## config.mk

```make
export PLATFORM = sky130hd
export DESIGN_NAME = rptw_cfg
export DESIGN_NICKNAME = d
export VERILOG_FILES = /design/src/hw/rtl/rptw_pkg.sv /design/src/hw/rtl/rptw_cfg.sv
export SDC_FILE = /design/constraint.sdc
export NUM_CORES = 1
export LEC_CHECK = 0
export ABC_AREA = 1
export BUFFER_PORTS_ARGS = -buffer_cell sky130_fd_sc_hd__buf_4
export CORE_MARGIN = 2
export CORE_UTILIZATION = 37
export CTS_BUF_LIST = sky130_fd_sc_hd__clkbuf_8
export DETAILED_ROUTE_END_ITERATION = 16
export PLACE_DENSITY = 0.84
export SYNTH_ARGS = -nofsm -noshare
export SYNTH_HDL_FRONTEND = slang
export SYNTH_SLANG_ARGS = --single-unit
```

## constraint.sdc

```tcl
create_clock -name clk -period 0.8 [get_ports clk]
set_input_delay 0 -clock clk [delete_from_list [all_inputs] [get_ports clk]]
set_output_delay 0 -clock clk [all_outputs]
set_load 0.005 [all_outputs]
```

## src/hw/rtl/rptw_pkg.sv

```systemverilog
// Shared constants and types for the radix page table walker.
`timescale 1ns / 1ps
`default_nettype none
package rptw_pkg;

  localparam int FRAME_BITS = 6;
  localparam int FRAMES     = 1 << FRAME_BITS;
  localparam int LEVELS     = 5;
  localparam int INDEX_BITS = 9;
  localparam int VPN_W      = LEVELS * INDEX_BITS;
  localparam int PPN_W      = 52;
  localparam int ENTRY_W    = PPN_W + 1;
  localparam int ADDR_W     = FRAME_BITS + INDEX_BITS;
  localparam int DEPTH      = 1 << ADDR_W;
  localparam int ROOT_W     = 6;
  localparam int FREE_W     = 7;
  localparam int LVL_W      = $clog2(LEVELS);
  localparam int PADDR_W    = 3;
  localparam int PDATA_W    = 32;

  localparam logic CMD_QUERY  = 1'b0;
  localparam logic CMD_UPDATE = 1'b1;

  localparam logic REG_ROOT_FRAME = 1'b0;
  localparam logic REG_FIRST_FREE = 1'b1;

  typedef struct packed {
    logic [ROOT_W-1:0] root_frame;
    logic              load_free;
    logic [FREE_W-1:0] free_value;
  } cfg_t;

endpackage
`default_nettype wire

```

## src/hw/rtl/rptw_cfg.sv

```systemverilog
// APB configuration registers: root frame and allocator start.
`timescale 1ns / 1ps
`default_nettype none
module rptw_cfg (
  input  wire                          clk,
  input  wire                          rst,
  input  wire                          psel,
  input  wire                          penable,
  input  wire                          pwrite,
  input  wire [rptw_pkg::PADDR_W-1:0]  paddr,
  input  wire [rptw_pkg::PDATA_W-1:0]  pwdata,
  output logic [rptw_pkg::PDATA_W-1:0] prdata,
  output logic                         pready,
  output rptw_pkg::cfg_t               cfg
);
  import rptw_pkg::*;

  logic [ROOT_W-1:0] root_frame;
  logic [FREE_W-1:0] first_free_frame;
  logic              wr;

  assign pready = 1'b1;
  assign wr     = psel && penable && pwrite;

  always_ff @(posedge clk) begin
    if (rst) begin
      root_frame       <= '0;
      first_free_frame <= FREE_W'(1);
    end else if (wr) begin
      if (paddr[2] == REG_ROOT_FRAME) begin
        root_frame <= pwdata[ROOT_W-1:0];
      end else begin
        first_free_frame <= pwdata[FREE_W-1:0];
      end
    end
  end

  always_comb begin
    if (paddr[2] == REG_ROOT_FRAME) begin
      prdata = {{(PDATA_W-ROOT_W){1'b0}}, root_frame};
    end else begin
      prdata = {{(PDATA_W-FREE_W){1'b0}}, first_free_frame};
    end
  end

  // allocator reloads on the same edge the register takes the word
  assign cfg.root_frame = root_frame;
  assign cfg.load_free  = wr && (paddr[2] == REG_FIRST_FREE);
  assign cfg.free_value = pwdata[FREE_W-1:0];

endmodule
`default_nettype wire

```

Word level (Yosys, flattened, before mapping)
Index checks and enable logic that the tools add are counted.
- logic and storage cells: 9
- output and inout bits: 47
- flip-flop bits (word level): 13
- bits of input ports: 40
- reductions and logical operators: 5
- multiplexer cells: 1
- bitwise logic cells: 1
- operator list (kind ; number):
    $mux 7 ; 1
    $reduce_and 2->1 ; 2
    $logic_and 1x1->1 ; 3
    $not 1->1 ; 1

Logic depth before layout (Yosys ltp)
- depth in word-level cells: 3
- depth in mapped cells: 6
- gate-level depth less buffers: 5

Worst setup path before layout
OpenSTA, ideal clock, no wires.
- kind: in2reg
- start: input psel
- end: register root_frame[1]
- slack: 0.170 ns
- required time: 0.687 ns
- cell stages on the path: 6
- setup time: 0.113 ns
- buffers on the path: 1
- data arrival time: 0.517 ns
- cell sequence: nand2_1 nor2_1 buf_2 nand3_1 nand2_1 nor2_1
- cells in the longest elaborated chain, start to end: 3
- RTL lines (what ; RTL line ; text):
    from (decl) ; rptw_cfg.sv:7 ; input wire psel,
    $logic_and 1x1->1 (2 in series) ; rptw_cfg.sv:23 ; assign wr = psel && penable && pwrite;
    $reduce_and 2->1 (no source line) ; -- ;
    to (signal assigned) ; rptw_cfg.sv:31 ; root_frame <= pwdata[ROOT_W-1:0];
    to (decl) ; rptw_cfg.sv:18 ; logic [ROOT_W-1:0] root_frame;
No other way between the ends.
A chain may end at the register's enable or synchronous reset.

Worst setup path after layout
- start: register root_frame[5]
- end: output prdata[5] (netlist name)
- cells in the longest elaborated chain, start to end: 1
- RTL lines (what ; RTL line ; text):
    $mux 7 ; rptw_cfg.sv:39 ; if (paddr[2] == REG_ROOT_FRAME) begin
    to (decl) ; rptw_cfg.sv:12 ; output logic [rptw_pkg::PDATA_W-1:0] prdata,
No other way between the ends.

==> flow_metrics.env <==
export IMPL_ios=87
export IMPL_gp_congestion=0.7930
export IMPL_r2r_cells=3
export IMPL_drt_iter0_markers=19
export IMPL_critPathLaunch="root_frame[5]"
export IMPL_wl_per_cell_um=8.609
export IMPL_multi_input_area_um2=410.4
export IMPL_seqCellArea_um2=272.8
export IMPL_rsz0062_at_grt="true"
export IMPL_p_leak_nw=0.6309
export IMPL_htree_levels=1
export IMPL_grt_pass1_wl_mm=2.684
export IMPL_core_area_um2=2233
export IMPL_finalSetupViolations=2
export IMPL_swShare_pct=25.41
export IMPL_startpoint_type="flip-flop"
export IMPL_p_total_mw=1.556
export IMPL_cp_depth=3
export IMPL_track_usage_pct=13.53
export IMPL_hp_class="input pin to flip-flop"
export IMPL_synthesis_area_um2=888.4
export IMPL_arrival_ns=0.82
export IMPL_initial_core_util_pct=39.78
export IMPL_drv_cap=0
export IMPL_slowest_delay_ns=0.33
export IMPL_finish_utilization_pct=50.08
export IMPL_hold_violations=0
export IMPL_hold_ws_ns=0.07716
export IMPL_areaGrowthSynthToFinish_pct=25.92
export IMPL_p_int_mw=1.161
export IMPL_ant_nets=0
export IMPL_drive_gt1_share_pct=32.54
export IMPL_finalWirelength_mm=1.696
export IMPL_antenna_found_initial=0
export IMPL_clock_skew_ns=0
export IMPL_crit_buf_inv=1
export IMPL_dp_final_hpwl_mm=1.334
export IMPL_power_switching_mw=0.3955
export IMPL_ys_seq_elements=13
export IMPL_grt_max_degree=15
export IMPL_synth_avg_cell_area_um2=6.437
export IMPL_critPathSlowestCell="dfxtp_2"
export IMPL_root_buffer="clkbuf_8"
export IMPL_cts_tree="done"
export IMPL_clk_pin_slew_ns=0.05
export IMPL_required_ns=0.80
export IMPL_num_rows=17
export IMPL_port_buffer_count=33
export IMPL_r2r_end="root_frame[5]"
export IMPL_diodes=0
export IMPL_seqPwrFrac_pct=44.2
export IMPL_clockBufferDepth=2
export IMPL_yosys_warnings=0
export IMPL_max_freq_mhz=1226
export IMPL_period_share_pct=101.9
export IMPL_synth_cell_types=13
export IMPL_viasPerCell=4.107
export IMPL_slew_violations=0
export IMPL_timing_rr_start="root_frame[5]"
export IMPL_status="finished with violations"
export IMPL_dieArea_um2=2809
export IMPL_fill_cells=236
export IMPL_crit_end="prdata[5]"
export IMPL_end_kind="primary output"
export IMPL_r2r_slack_ns=0.13
export IMPL_yosysSeqAreaShare_pct=29.30
export IMPL_crit_family="flip-flops"
export IMPL_crit_fanout=2
export IMPL_power_frac_clock_pct=36.3
export IMPL_pwr_share_comb_pct=19.5
export IMPL_powerDensity_nw_per_um2=1391
export IMPL_place_area_um2=1032
export IMPL_grt_pass1_vias=661
export IMPL_insertion_delay_ns=0.24
export IMPL_worstSetupPathType="flip-flop to primary output"
export IMPL_finalCriticalPeriod_ns=0.8154
export IMPL_syn_inst=138
export IMPL_ir_drop_mv=0.7213
export IMPL_cts_num_sinks=13
export IMPL_fin_ws_ns=-0.01536
export IMPL_drc=0
export IMPL_final_nets=210
export IMPL_cp_cell_sequence="nand2_1, nand2_1, buf_4"
export IMPL_crit_top_cell="nand2_1"
export IMPL_violations="negative setup slack"
export IMPL_cts_inserted_buffers=3
export IMPL_first_pass_iters=4
export IMPL_postLayoutCellArea_um2=1119
export IMPL_gr_total_overflow=0
export IMPL_vias=809
export IMPL_die_w_um=53
export IMPL_die_h_um=53
synth_stat cells (all sizes together):
master / n / area share, %
buf: 37 / 30
nand2: 33 / 14
nor2: 27 / 12
nand3: 14 / 8.5
dfxtp: 13 / 29
inv: 11 / 4.6
conb: 2 / 0.85
o21ai: 1 / 0.56
registers in the layout, summed over array words and instances (netlist names):
| name | count |
|---|---|
| first_free_frame | 7 |
| root_frame | 6 |
power by group through the flow:
stage / clock (mW) / sequential [mW] / combinational (mW)
finish: 0.565 / 0.688 / 0.304
floorplan: 0 / 0.697 / 0.256
global placement: 0 / 0.697 / 0.289
global route: 0.619 / 0.691 / 0.344
CTS: 0.592 / 0.686 / 0.298
detailed placement: 0 / 0.698 / 0.293
layer usage:
metal / GRT usage, % / part of all wire, % / vias up
met5: 0 / 0 / -
met4: 7.692 / 1.7 / 0
met3: 5.085 / 8.1 / 4
met2: 23.75 / 54 / 34
met1: 13.57 / 36 / 356
li1: - / - / 415
what timing repair did:
action                                  4_1_cts  5_1_grt
pin swaps                                     0        1
hold buffers                                  1        0
endpoints found under the setup margin        6        7
setup buffers                                 0        1
gates resized for setup                       6        7
hold endpoints to repair                      1        0
layout make-up:
cell class                      count  area share (%)
Multi-Input combinational cell    101           36.69
Timing Repair Buffer               40           28.08
Sequential cell                    13           24.38
Clock buffer                        3           3.691
Inverter                           11           3.691
Tap cell                           28           3.132
Clock inverter                      1          0.3356
per-stage QoR:
step	worst slack [ns]	std cells	setup TNS (ns)
after floorplan	0.1705	162	0
after global placement	0.01743	191	0
after detailed placement	-0.01122	191	-0.01122
after CTS	-0.02306	196	-0.06414
after global routing	-0.05353	197	-0.2710
final	-0.01536	197	-0.02542
cells by family after synthesis:
logic type      synth area share (%)
buf+inv                        34.65
simple gates                   34.65
compound gates                0.5628
flops                          29.30
other cells                   0.8454
worst min-delay path, delay by kind of cell:
kind | cells | cell delay (ns)
AND/OR/NAND/NOR | 3 | 0.17
buffers and inverters | 2 | 0.11
how the worst min path moves through the flow:
stage | cells after the start | end | slack (ns) | startpoint
4_1_cts | 5 | first_free_frame[6] | 0.07 | pwdata[6]
2_1_floorplan | 1 | cfg[0] | 0.08 | pwdata[0]
3_3_place_gp | 2 | cfg[4] | 0.18 | pwdata[4]
6_report | 5 | first_free_frame[6] | 0.08 | pwdata[6]
3_5_place_dp | 2 | cfg[1] | 0.18 | pwdata[1]
5_1_grt | 5 | root_frame[0] | 0.11 | pwdata[0]
placed cells by master (no fill, tap or decap):
cell	Yosys	routed
conb_1	2	26
buf_4	33	36
dfxtp_2	0	10
nand2_1	33	33
dfxtp_1	13	3
nand3_2	1	1
clkbuf_8	0	3
dlygate4sd3_1	0	1
inv_1	10	11
nor2_1	26	26
nor2_4	1	1
inv_2	1	1
nand3_1	13	13
o21ai_1	1	1
buf_6	0	3
Power figures use the tool's default switching activity.
